**config.mk**
```make
export PLATFORM = sky130hd
export DESIGN_NAME = loudest_channel_trigger_top
export DESIGN_NICKNAME = d
export VERILOG_FILES = /design/src/rtl/lct_pkg.sv /design/src/rtl/lct_cfg_regs.sv /design/src/rtl/lct_core.sv /design/src/rtl/loudest_channel_trigger_top.sv
export SDC_FILE = /design/constraint.sdc
export NUM_CORES = 1
export LEC_CHECK = 0
export ABC_CLOCK_PERIOD_IN_PS = 10180
export BUFFER_PORTS_ARGS = -buffer_cell sky130_fd_sc_hd__buf_2
export CAP_MARGIN = 20
export CELL_PAD_IN_SITES_DETAIL_PLACEMENT = 1
export CELL_PAD_IN_SITES_GLOBAL_PLACEMENT = 2
export CORE_ASPECT_RATIO = 0.8
export CORE_UTILIZATION = 29
export DETAILED_ROUTE_END_ITERATION = 8
export PLACE_DENSITY_LB_ADDON = 0.1
export SYNTH_ARGS = -nofsm -noshare
export SYNTH_HDL_FRONTEND = slang
export SYNTH_SLANG_ARGS = --single-unit
```
**constraint.sdc**
```tcl
create_clock -name i_clk -period 10.18 [get_ports i_clk]
set_input_delay 2.036 -clock i_clk [delete_from_list [all_inputs] [get_ports i_clk]]
set_output_delay 2.036 -clock i_clk [all_outputs]
set_load 0.005 [all_outputs]
```
**src/rtl/lct_pkg.sv**
```systemverilog
// ----------------------------------------------------------------------------
// lct_pkg
// Shared types and constants for the loudest channel trigger.
// ----------------------------------------------------------------------------
package lct_pkg;

    // Fixed field widths of the item and result ports.
    localparam int OPCODE_W    = 1;
    localparam int SAMPLE_IN_W = 12;
    localparam int DIR_W       = 2;
    localparam int LEVEL_W     = 12;

    // Configuration register widths.
    localparam int THRESH_W  = 12;
    localparam int WINDOW_W  = 10;
    localparam int LOCKOUT_W = 16;
    localparam int CFG_IDX_W = 2;
    localparam int CFG_DATA_W = 16;

    // Configuration register indexes.
    localparam logic [CFG_IDX_W-1:0] REG_THRESHOLD = 2'd0;
    localparam logic [CFG_IDX_W-1:0] REG_WINDOW    = 2'd1;
    localparam logic [CFG_IDX_W-1:0] REG_LOCKOUT   = 2'd2;

    // Configuration reset values.
    localparam logic [THRESH_W-1:0]  THRESHOLD_RST = 12'd300;
    localparam logic [WINDOW_W-1:0]  WINDOW_RST    = 10'd100;
    localparam logic [LOCKOUT_W-1:0] LOCKOUT_RST   = 16'd1000;

    // Item kinds.
    localparam logic [OPCODE_W-1:0] OP_SAMPLE = 1'b0;
    localparam logic [OPCODE_W-1:0] OP_TICK   = 1'b1;

    typedef struct packed {
        logic [THRESH_W-1:0]  threshold;
        logic [WINDOW_W-1:0]  window;
        logic [LOCKOUT_W-1:0] lockout;
    } t_cfg;

    typedef struct packed {
        logic               valid;
        logic               triggered;
        logic [DIR_W-1:0]   direction;
        logic [LEVEL_W-1:0] level;
    } t_result;

endpackage

```
**src/rtl/lct_cfg_regs.sv**
```systemverilog
// ----------------------------------------------------------------------------
// lct_cfg_regs
// Configuration registers written through a plain write port.
// ----------------------------------------------------------------------------
module lct_cfg_regs (
    input  logic                           i_clk,
    input  logic                           i_rst_n,
    input  logic                           i_cfg_we,
    input  logic [lct_pkg::CFG_IDX_W-1:0]  i_cfg_index,
    input  logic [lct_pkg::CFG_DATA_W-1:0] i_cfg_data,
    output lct_pkg::t_cfg                  o_cfg
);
    import lct_pkg::*;

    t_cfg r_cfg;

    always_ff @(posedge i_clk) begin
        if (!i_rst_n) begin
            r_cfg.threshold <= THRESHOLD_RST;
            r_cfg.window    <= WINDOW_RST;
            r_cfg.lockout   <= LOCKOUT_RST;
        end else if (i_cfg_we) begin
            case (i_cfg_index)
                REG_THRESHOLD: r_cfg.threshold <= i_cfg_data[THRESH_W-1:0];
                REG_WINDOW:    r_cfg.window    <= i_cfg_data[WINDOW_W-1:0];
                REG_LOCKOUT:   r_cfg.lockout   <= i_cfg_data[LOCKOUT_W-1:0];
                default: begin
                    // Writes to unused indexes are ignored.
                end
            endcase
        end
    end

    assign o_cfg = r_cfg;

endmodule

```
**src/rtl/lct_core.sv**
```systemverilog
// ----------------------------------------------------------------------------
// lct_core
// Window min/max tracking, best channel selection and lockout counter.
// ----------------------------------------------------------------------------
module lct_core #(
    parameter int CHANNELS    = 4,
    parameter int SAMPLE_BITS = 12
) (
    input  logic                            i_clk,
    input  logic                            i_rst_n,
    input  logic                            i_fire,
    input  logic [lct_pkg::OPCODE_W-1:0]    i_opcode,
    input  logic [lct_pkg::SAMPLE_IN_W-1:0] i_sample_value,
    input  lct_pkg::t_cfg                   i_cfg,
    output lct_pkg::t_result                o_result
);
    import lct_pkg::*;

    localparam int CH_W = (CHANNELS > 1) ? $clog2(CHANNELS) : 1;
    localparam int SB   = SAMPLE_BITS;
    localparam int WIDE = (SB > SAMPLE_IN_W) ? SB : SAMPLE_IN_W;
    localparam logic [CH_W-1:0] LAST_CH = CH_W'(CHANNELS - 1);

    logic [SB-1:0]        r_window_min, n_window_min;
    logic [SB-1:0]        r_window_max, n_window_max;
    logic [WINDOW_W-1:0]  r_sample_index, n_sample_index;
    logic [CH_W-1:0]      r_channel, n_channel;
    logic [SB-1:0]        r_best_level, n_best_level;
    logic [CH_W-1:0]      r_best_channel, n_best_channel;
    logic [LOCKOUT_W-1:0] r_lockout_left, n_lockout_left;

    logic [WIDE-1:0]     sample_ext;
    logic [SB-1:0]       sample;
    logic [SB-1:0]       upd_max, upd_min, level;
    logic [WINDOW_W-1:0] index_inc;
    logic                window_done;
    logic                better;
    logic [SB-1:0]       scan_level;
    logic [CH_W-1:0]     scan_channel;
    logic                trig;
    logic [WIDE-1:0]     level_ext, thresh_ext;
    logic [CH_W+1:0]     dir_ext;

    always_comb begin
        sample_ext  = WIDE'(i_sample_value);
        sample      = sample_ext[SB-1:0];
        upd_max     = (sample > r_window_max) ? sample : r_window_max;
        upd_min     = (sample < r_window_min) ? sample : r_window_min;
        index_inc   = r_sample_index + 1'b1;
        // A window of zero closes on its first sample, as one of one would.
        window_done = (index_inc >= i_cfg.window);
        level       = (upd_max >= upd_min) ? (upd_max - upd_min) : '0;
        better      = (level > r_best_level);
        scan_level   = better ? level : r_best_level;
        scan_channel = better ? r_channel : r_best_channel;
        level_ext   = WIDE'(scan_level);
        thresh_ext  = WIDE'(i_cfg.threshold);
        trig        = (level_ext > thresh_ext);
        dir_ext     = {2'b00, scan_channel};

        n_window_min   = r_window_min;
        n_window_max   = r_window_max;
        n_sample_index = r_sample_index;
        n_channel      = r_channel;
        n_best_level   = r_best_level;
        n_best_channel = r_best_channel;
        n_lockout_left = r_lockout_left;

        o_result.valid     = 1'b0;
        o_result.triggered = trig;
        o_result.direction = dir_ext[DIR_W-1:0];
        o_result.level     = level_ext[LEVEL_W-1:0];

        if (i_opcode == OP_TICK) begin
            if (r_lockout_left != '0) begin
                n_lockout_left = r_lockout_left - 1'b1;
            end
        end else if (r_lockout_left == '0) begin
            n_window_max   = upd_max;
            n_window_min   = upd_min;
            n_sample_index = index_inc;
            if (window_done) begin
                n_window_max   = '0;
                n_window_min   = '1;
                n_sample_index = '0;
                if (r_channel == LAST_CH) begin
                    o_result.valid = 1'b1;
                    n_channel      = '0;
                    n_best_level   = '0;
                    n_best_channel = '0;
                    if (trig) begin
                        n_lockout_left = i_cfg.lockout;
                    end
                end else begin
                    n_channel      = r_channel + 1'b1;
                    n_best_level   = scan_level;
                    n_best_channel = scan_channel;
                end
            end
        end
    end

    always_ff @(posedge i_clk) begin
        if (!i_rst_n) begin
            r_window_min   <= '1;
            r_window_max   <= '0;
            r_sample_index <= '0;
            r_channel      <= '0;
            r_best_level   <= '0;
            r_best_channel <= '0;
            r_lockout_left <= '0;
        end else if (i_fire) begin
            r_window_min   <= n_window_min;
            r_window_max   <= n_window_max;
            r_sample_index <= n_sample_index;
            r_channel      <= n_channel;
            r_best_level   <= n_best_level;
            r_best_channel <= n_best_channel;
            r_lockout_left <= n_lockout_left;
        end
    end

    // A result only closes the last channel's window.
    a_result_last_channel: assert property (@(posedge i_clk) disable iff (!i_rst_n)
        (i_fire && o_result.valid) |-> (r_channel == LAST_CH))
        else $error("result produced before the last channel window");

    // After a result the scan restarts from the first channel with no best level.
    a_scan_restart: assert property (@(posedge i_clk) disable iff (!i_rst_n)
        (i_fire && o_result.valid) |=> (r_channel == '0 && r_best_level == '0))
        else $error("scan state not cleared after a result");

    // A sample taken during a lockout leaves the window untouched.
    a_lockout_drop: assert property (@(posedge i_clk) disable iff (!i_rst_n)
        (i_fire && i_opcode == OP_SAMPLE && r_lockout_left != '0)
        |=> ($stable(r_sample_index) && $stable(r_window_max) && $stable(r_window_min)))
        else $error("sample changed window state during lockout");

    // A triggered result loads the lockout counter.
    a_lockout_load: assert property (@(posedge i_clk) disable iff (!i_rst_n)
        (i_fire && o_result.valid && o_result.triggered)
        |=> (r_lockout_left == $past(i_cfg.lockout)))
        else $error("lockout not loaded after a trigger");

endmodule

```
**src/rtl/loudest_channel_trigger_top.sv**
```systemverilog
// ----------------------------------------------------------------------------
// loudest_channel_trigger_top
// Peak-to-peak loudest channel detector with threshold trigger and lockout.
// ----------------------------------------------------------------------------
// The block takes one item per clock cycle while the input is not stalled: each
// item is either an ADC sample of the channel being scanned or a time tick. An
// accepted item is held in an input register, then the window, best-channel and
// lockout state is updated by a single compare-and-subtract pass and any
// result, made by the item that closes the last channel window, lands in the
// output register. The output register decouples the two sides: while a result
// waits to be taken, the input register still empties into the state as soon
// as the output register frees, and input stall rises only when the input
// register is full and the output is stalled with a result pending.
// Configuration writes take effect on the next cycle and are meant to be done
// while no item is in flight.
// ----------------------------------------------------------------------------
module loudest_channel_trigger_top #(
    parameter int CHANNELS    = 4,
    parameter int SAMPLE_BITS = 12
) (
    input  logic                            i_clk,
    input  logic                            i_rst_n,
    // Item channel.
    input  logic                            i_in_valid,
    output logic                            o_in_stall,
    input  logic [lct_pkg::OPCODE_W-1:0]    i_opcode,
    input  logic [lct_pkg::SAMPLE_IN_W-1:0] i_sample_value,
    // Result channel.
    output logic                            o_out_valid,
    input  logic                            i_out_stall,
    output logic                            o_triggered,
    output logic [lct_pkg::DIR_W-1:0]       o_direction,
    output logic [lct_pkg::LEVEL_W-1:0]     o_loudest_level,
    // Configuration write port.
    input  logic                            i_cfg_we,
    input  logic [lct_pkg::CFG_IDX_W-1:0]   i_cfg_index,
    input  logic [lct_pkg::CFG_DATA_W-1:0]  i_cfg_data
);
    import lct_pkg::*;

    t_cfg    cfg;
    t_result result;

    // Input register.
    logic                   r_s1_valid;
    logic [OPCODE_W-1:0]    r_s1_opcode;
    logic [SAMPLE_IN_W-1:0] r_s1_sample;

    // Output register.
    logic               r_out_valid;
    logic               r_out_triggered;
    logic [DIR_W-1:0]   r_out_direction;
    logic [LEVEL_W-1:0] r_out_level;

    logic advance;
    logic fire;
    logic in_take;

    // The pipeline moves whenever the output register is empty or being drained.
    assign advance    = !r_out_valid || !i_out_stall;
    assign fire       = r_s1_valid && advance;
    assign o_in_stall = r_s1_valid && !advance;
    assign in_take    = i_in_valid && !o_in_stall;

    lct_cfg_regs u_cfg (
        .i_clk       (i_clk),
        .i_rst_n     (i_rst_n),
        .i_cfg_we    (i_cfg_we),
        .i_cfg_index (i_cfg_index),
        .i_cfg_data  (i_cfg_data),
        .o_cfg       (cfg)
    );

    lct_core #(
        .CHANNELS    (CHANNELS),
        .SAMPLE_BITS (SAMPLE_BITS)
    ) u_core (
        .i_clk          (i_clk),
        .i_rst_n        (i_rst_n),
        .i_fire         (fire),
        .i_opcode       (r_s1_opcode),
        .i_sample_value (r_s1_sample),
        .i_cfg          (cfg),
        .o_result       (result)
    );

    always_ff @(posedge i_clk) begin
        if (!i_rst_n) begin
            r_s1_valid <= 1'b0;
        end else if (!r_s1_valid || advance) begin
            r_s1_valid <= i_in_valid;
        end
    end

    always_ff @(posedge i_clk) begin
        if (in_take) begin
            r_s1_opcode <= i_opcode;
            r_s1_sample <= i_sample_value;
        end
    end

    always_ff @(posedge i_clk) begin
        if (!i_rst_n) begin
            r_out_valid <= 1'b0;
        end else if (advance) begin
            r_out_valid <= fire && result.valid;
        end
    end

    always_ff @(posedge i_clk) begin
        if (fire && result.valid) begin
            r_out_triggered <= result.triggered;
            r_out_direction <= result.direction;
            r_out_level     <= result.level;
        end
    end

    assign o_out_valid     = r_out_valid;
    assign o_triggered     = r_out_triggered;
    assign o_direction     = r_out_direction;
    assign o_loudest_level = r_out_level;

    // An item in the input register is never lost while the output is stalled.
    a_hold_s1: assert property (@(posedge i_clk) disable iff (!i_rst_n)
        (r_s1_valid && !advance) |=> (r_s1_valid && $stable(r_s1_sample)
                                      && $stable(r_s1_opcode)))
        else $error("input register changed while blocked");

    // A result waiting in the output register is not overwritten.
    a_hold_out: assert property (@(posedge i_clk) disable iff (!i_rst_n)
        (r_out_valid && i_out_stall) |=> (r_out_valid && $stable(r_out_level)
                                          && $stable(r_out_direction)))
        else $error("pending result overwritten");

    // Input stall only appears when the output side blocks the pipeline.
    a_stall_cause: assert property (@(posedge i_clk) disable iff (!i_rst_n)
        o_in_stall |-> (r_out_valid && i_out_stall))
        else $error("input stalled without output back-pressure");

endmodule
```
# Yosys cells after proc, flatten, opt, wreduce, memory -nomap -nowiden
# Index checks and enable logic that the tools add are counted.
dict set report classes {
  addsub 4
  magnitude_cmp 6
  eq_ne 4
  muxes 21
  bitwise 1
  n_reduce_logical 24
}
# op n
set op_table {}
lappend op_table {{$mux W16} 6}
lappend op_table {{$mux W12} 7}
lappend op_table {{$gt A12 B12 Y1} 3}
lappend op_table {{$logic_not A16 Y1} 1}
lappend op_table {{$reduce_bool A16 Y1} 1}
lappend op_table {{$sub A16 B1 Y16 const B} 1}
lappend op_table {{$ge A12 B12 Y1} 1}
lappend op_table {{$lt A12 B12 Y1} 1}
lappend op_table {{$sub A12 B12 Y12} 1}
lappend op_table {{$add A10 B1 Y10 const B} 1}
lappend op_table {{$ge A10 B10 Y1} 1}
lappend op_table {{$mux W10} 1}
lappend op_table {{$reduce_bool A2 Y1} 4}
lappend op_table {{$mux W2} 3}
lappend op_table {{$reduce_and A2 Y1} 3}
lappend op_table {{$reduce_and A6 Y1} 1}
lappend op_table {{$logic_not A1 Y1} 5}
lappend op_table {{$eq A2 B2 Y1 const B} 2}
lappend op_table {{$logic_and A1 B1 Y1} 4}
lappend op_table {{$mux W1} 4}
lappend op_table {{$reduce_and A4 Y1} 1}
lappend op_table {{$reduce_and A3 Y1} 1}
lappend op_table {{$add A2 B1 Y2 const B} 1}
lappend op_table {{$eq A2 B1 Y1 const B} 1}
lappend op_table {{4 further kinds} 5}
dict set report word_totals {
  reg_bits 134
  inputBits 36
  out_inout_bits 17
}

# Depth between registers and ports, before layout
dict set report depth {
  ltp_word 12
  mapped_depth 46
  depth_no_buf 36
}

# By module
# Synthesis repeated with hierarchy kept, for this count alone.
dict set report unflattened {
  hier_cells 906
  area_unflattened_um2 8076.5
}
# mod n_inst cells_per_inst area_per_inst_um2 seq_area_each_um2
set by_module_without_submodules {}
lappend by_module_without_submodules {lct_core 1 714 5605.4 1321.3}
lappend by_module_without_submodules {lct_cfg_regs 1 154 1539.0 760.7}
lappend by_module_without_submodules {loudest_channel_trigger_top 1 38 932.1 880.8}

# Worst setup path before layout
# OpenSTA, ideal clock, no wires.
dict set report synth_path {
  path_kind {reg2reg}
  from {register r_s1_sample[1]}
  to {register u_core.r_lockout_left[5]}
  setup_ns 0.122
  arrival_ns 7.915
  required_time_ns 10.058
  path_slack_ns 2.143
  path_stages_with_launch 35
  cell_sequence {edfxtp_1 ha_1 a2111oi_1 o32ai_2 nor2_1 buf_2 buf_1 mux2i_1 ha_1 and2_1 a22o_1 a311o_1 o2111ai_1 and3_1 buf_2 nor2_1 ha_1 nand4_1 or2_2 o21ai_0 o22a_1 clkbuf_1 clkbuf_1 mux2_2 ha_1 nand4_1 or2_2 o21ai_0 o22a_1 nand4_1 a21o_1 buf_6 buf_2 a21oi_1 o22ai_1}
}
# element line_no
set synth_lines {}
lappend synth_lines {{start, declared} loudest_channel_trigger_top.sv:47} ;# logic [SAMPLE_IN_W-1:0] r_s1_sample;
lappend synth_lines {{start signal, assigned} loudest_channel_trigger_top.sv:98} ;# r_s1_sample <= i_sample_value;
lappend synth_lines {{end signal, assigned} lct_core.sv:119} ;# r_lockout_left <= n_lockout_left;
lappend synth_lines {{end, declared} lct_core.sv:30} ;# logic [LOCKOUT_W-1:0] r_lockout_left, n_lockout_left;

==> run metrics <==
status finished, final reports clean; Longest Clk Path Bufs 2; Top FF cell, synth dfxtp_1; WHS 0.4496 ns; initial core utilization 29.48%; Congestion Overflow GR 0; ANT cells 0; drt wl/cell between 15 and 20 um; slowest stage cell, crit path nor2_2; drt pass-1 iters 4; Worst-Skew Late Latency 0.44 ns; initial antenna violation count 0; Final nets 1,093; clock sinks ~130; reg2reg start r_s1_sample[1]; DP HPWL 18.72 mm; async set or reset register ratio after synthesis 0%; Distinct cells, synth 76; Filler cells 3,215; #FFs+latches synth 134; Post CTS Setup Buffer Count 0; total CTS buffers 17; R2R depth 29; HP Start u_core.r_window_max[2]; Tmin final 8.971 ns; Multi-input gate area around 4600 um^2; Slowest Stage Delay on Critical Path 0.79 ns; RD Place Congestion between 0.7 and 0.8; area grow syn2layout 14.34%; post-synthesis net count 1,060; commonest non-fill, non-tap cells in the layout nand2_1 (165), dfxtp_1 (106), a21oi_1 (72); Chip Height around 150 um; Detail Route Antenna Nets 0; pwr dens about 180 nW/um^2; syn_area_per_cell 8.422 um^2; share of cells above drive strength 1 roughly an eighth; clk slew on worst S/H paths approximately 0.06 ns; max cap viols 0; FF+latch area 2963 um^2; post-synthesis cell count 953; YS warnings 0; Register-to-Register Setup Slack ~1.2 ns; Seq/Total Area, Yosys 36.91%; Max Clock Skew 0.01183 ns; Die W 188 um; final setup vio count 0; hold path depth 2; cell count along the critical path 29; CORE AREA between 20,000 and 30,000 um^2; Startpoint Class flip-flop; CP Class flip-flop to flip-flop; Clock H-tree levels 4; cts hold-fix bufs 0; Port Buf Inserts 52; Remaining DRCs 0; critical path buffer and inverter count 2; Hold WC Path Type flip-flop to flip-flop; Slew Limit Headroom 31.07%; vias in the first global route between 6,000 and 7,000; RSZ-0062 raised after global routing false; worst vdd ir about 0.12 mV; crit end category flip-flop; largest net degree at the start of global routing 38; Leak 3.961 nW; setup ws final 1.209 ns; post-CTS sizing 0; Post-Place Setup Slack between 1 and 1.5 ns; Vias between 6,000 and 7,000; Top cell by count, worst path ha_1; I/O Pins 53; Setup TNS 0 ns; commonest non-fill, non-tap cell in the layout nand2_1; synthesized area 8026 um^2; Achievable Freq 0.1115 GHz; critical path arrival 9.33 ns; vias per cell 4.974; reg-to-reg endpoint u_core.r_lockout_left[1]; Worst Hold End u_core.r_window_max[2]; WP data required 10.54 ns; Root Driver clkbuf_16; first-pass GRT wire length 39.69 mm; die area 28,350 um^2; 1st-iter DRT viols 400; Worst Max-Slew Pin Slew 1.031 ns; Final period util 88.12%; number of synthesized flops with an enable pin 28; Final Hold Viols 0; CTS tree built; final WL 25.33 mm; GRT Util Overall 18.55%; Max Fanout on Critical Path 21; CP delay by family, top compound AO/OA/AOI/OAI gates; FP Rows 54; Final Max Tran Viols 0
stage by stage:
step	std cells	util (%)	cell area (um^2)	total power, mW
3_5_place_dp	1330	31.68	8627	1.061
6_report	1363	33.71	9178	1.630
3_3_place_gp	1330	31.68	8627	1.062
5_1_grt	1363	33.71	9178	1.732
2_1_floorplan	953	-	8026	0.9247
4_1_cts	1362	33.66	9166	1.655
final cells by class:
cell class              instances  area share [%]
clock buffers                  24           5.358
inverters                      72           2.945
clock inverters                 8          0.5181
repair buffers                 61           3.613
flip-flops and latches        134           32.28
multi-input cells             700           50.32
well taps                     364           4.963
sequential cells by signal, summed over array words and instances, names as in the netlist:
signal	count
u_cfg.o_cfg	38
u_core.r_lockout_left	16
o_loudest_level	12
r_s1_sample	12
u_core.r_best_level	12
u_core.r_window_max	12
u_core.r_window_min	12
u_core.r_sample_index	10
o_direction	2
u_core.r_best_channel	2
u_core.r_channel	2
o_out_valid	1
o_triggered	1
r_s1_opcode	1
r_s1_valid	1
Yosys cell counts (6+ instances only):
library cell,count,area (um^2)
or3_1,10,62.56
inv_1,70,262.8
nor2b_1,9,56.30
and2_1,6,37.54
o211ai_1,24,180.2
mux2_2,18,202.7
mux2i_1,16,160.2
a21oi_1,72,360.4
ha_1,71,888.4
nand2b_1,9,56.30
a31oi_1,9,56.30
nor2_1,60,225.2
buf_1,7,26.28
nand3_1,18,90.09
o21ai_0,28,140.1
edfxtp_1,28,840.8
nor3_1,15,75.07
dfxtp_1,106,2122
o31ai_1,6,45.04
nand2_1,165,619.3
a211oi_1,9,67.56
xnor2_1,13,113.9
clkbuf_1,34,127.6
a21o_1,17,127.6
o21ai_1,11,55.05
nand4_1,12,75.07
and3_1,10,62.56
xor2_1,11,96.34
routing by layer:
layer | wire [um] | global-route usage (%) | vias to the layer above
li1 | - | - | 3443
met1 | 14530 | 29.21 | 3242
met2 | 9882 | 25.02 | 76
met4 | 242 | 4.553 | 0
met3 | 676 | 3.638 | 18
met5 | 0 | 0 | -
worst reg2reg max path, delay by kind of cell, from the launching register on:
kind	cells	cell delay, ns
DFF	1	0.51
adders and majority gates	4	1.29
AOI/OAI and AO/OA	12	3.10
muxes	2	0.73
buffers and inverters	2	0.54
and+or+nand+nor	9	2.75
worst max-delay path by stage:
stage,from,to
6_report,r_s1_sample[1],u_core.r_lockout_left[1]
5_1_grt,r_s1_sample[1],u_core.r_lockout_left[1]
4_1_cts,r_s1_sample[1],u_core.r_lockout_left[1]
3_5_place_dp,r_s1_sample[1],u_core.r_lockout_left[1]
3_3_place_gp,r_s1_sample[1],u_core.r_lockout_left[1]
2_1_floorplan,r_s1_sample[1],u_core.r_lockout_left[5]
power by group:
group | leakage, nW | internal [mW] | switching (mW)
logic | 2.57 | 0.191 | 0.280
registers | 1.12 | 0.563 | 0.0146
clock network | 0.270 | 0.336 | 0.247
cell families after synthesis:
logic type	share of synthesized area, %
buffers and inverters	5.736
XOR/XNOR	2.619
adder cells (fa/ha/maj)	11.33
AO/OA/AOI/OAI	19.21
multiplexers	4.941
AND/OR/NAND/NOR	19.25
flip-flops	36.91
Note: power is estimated with default switching activity, not from simulation.
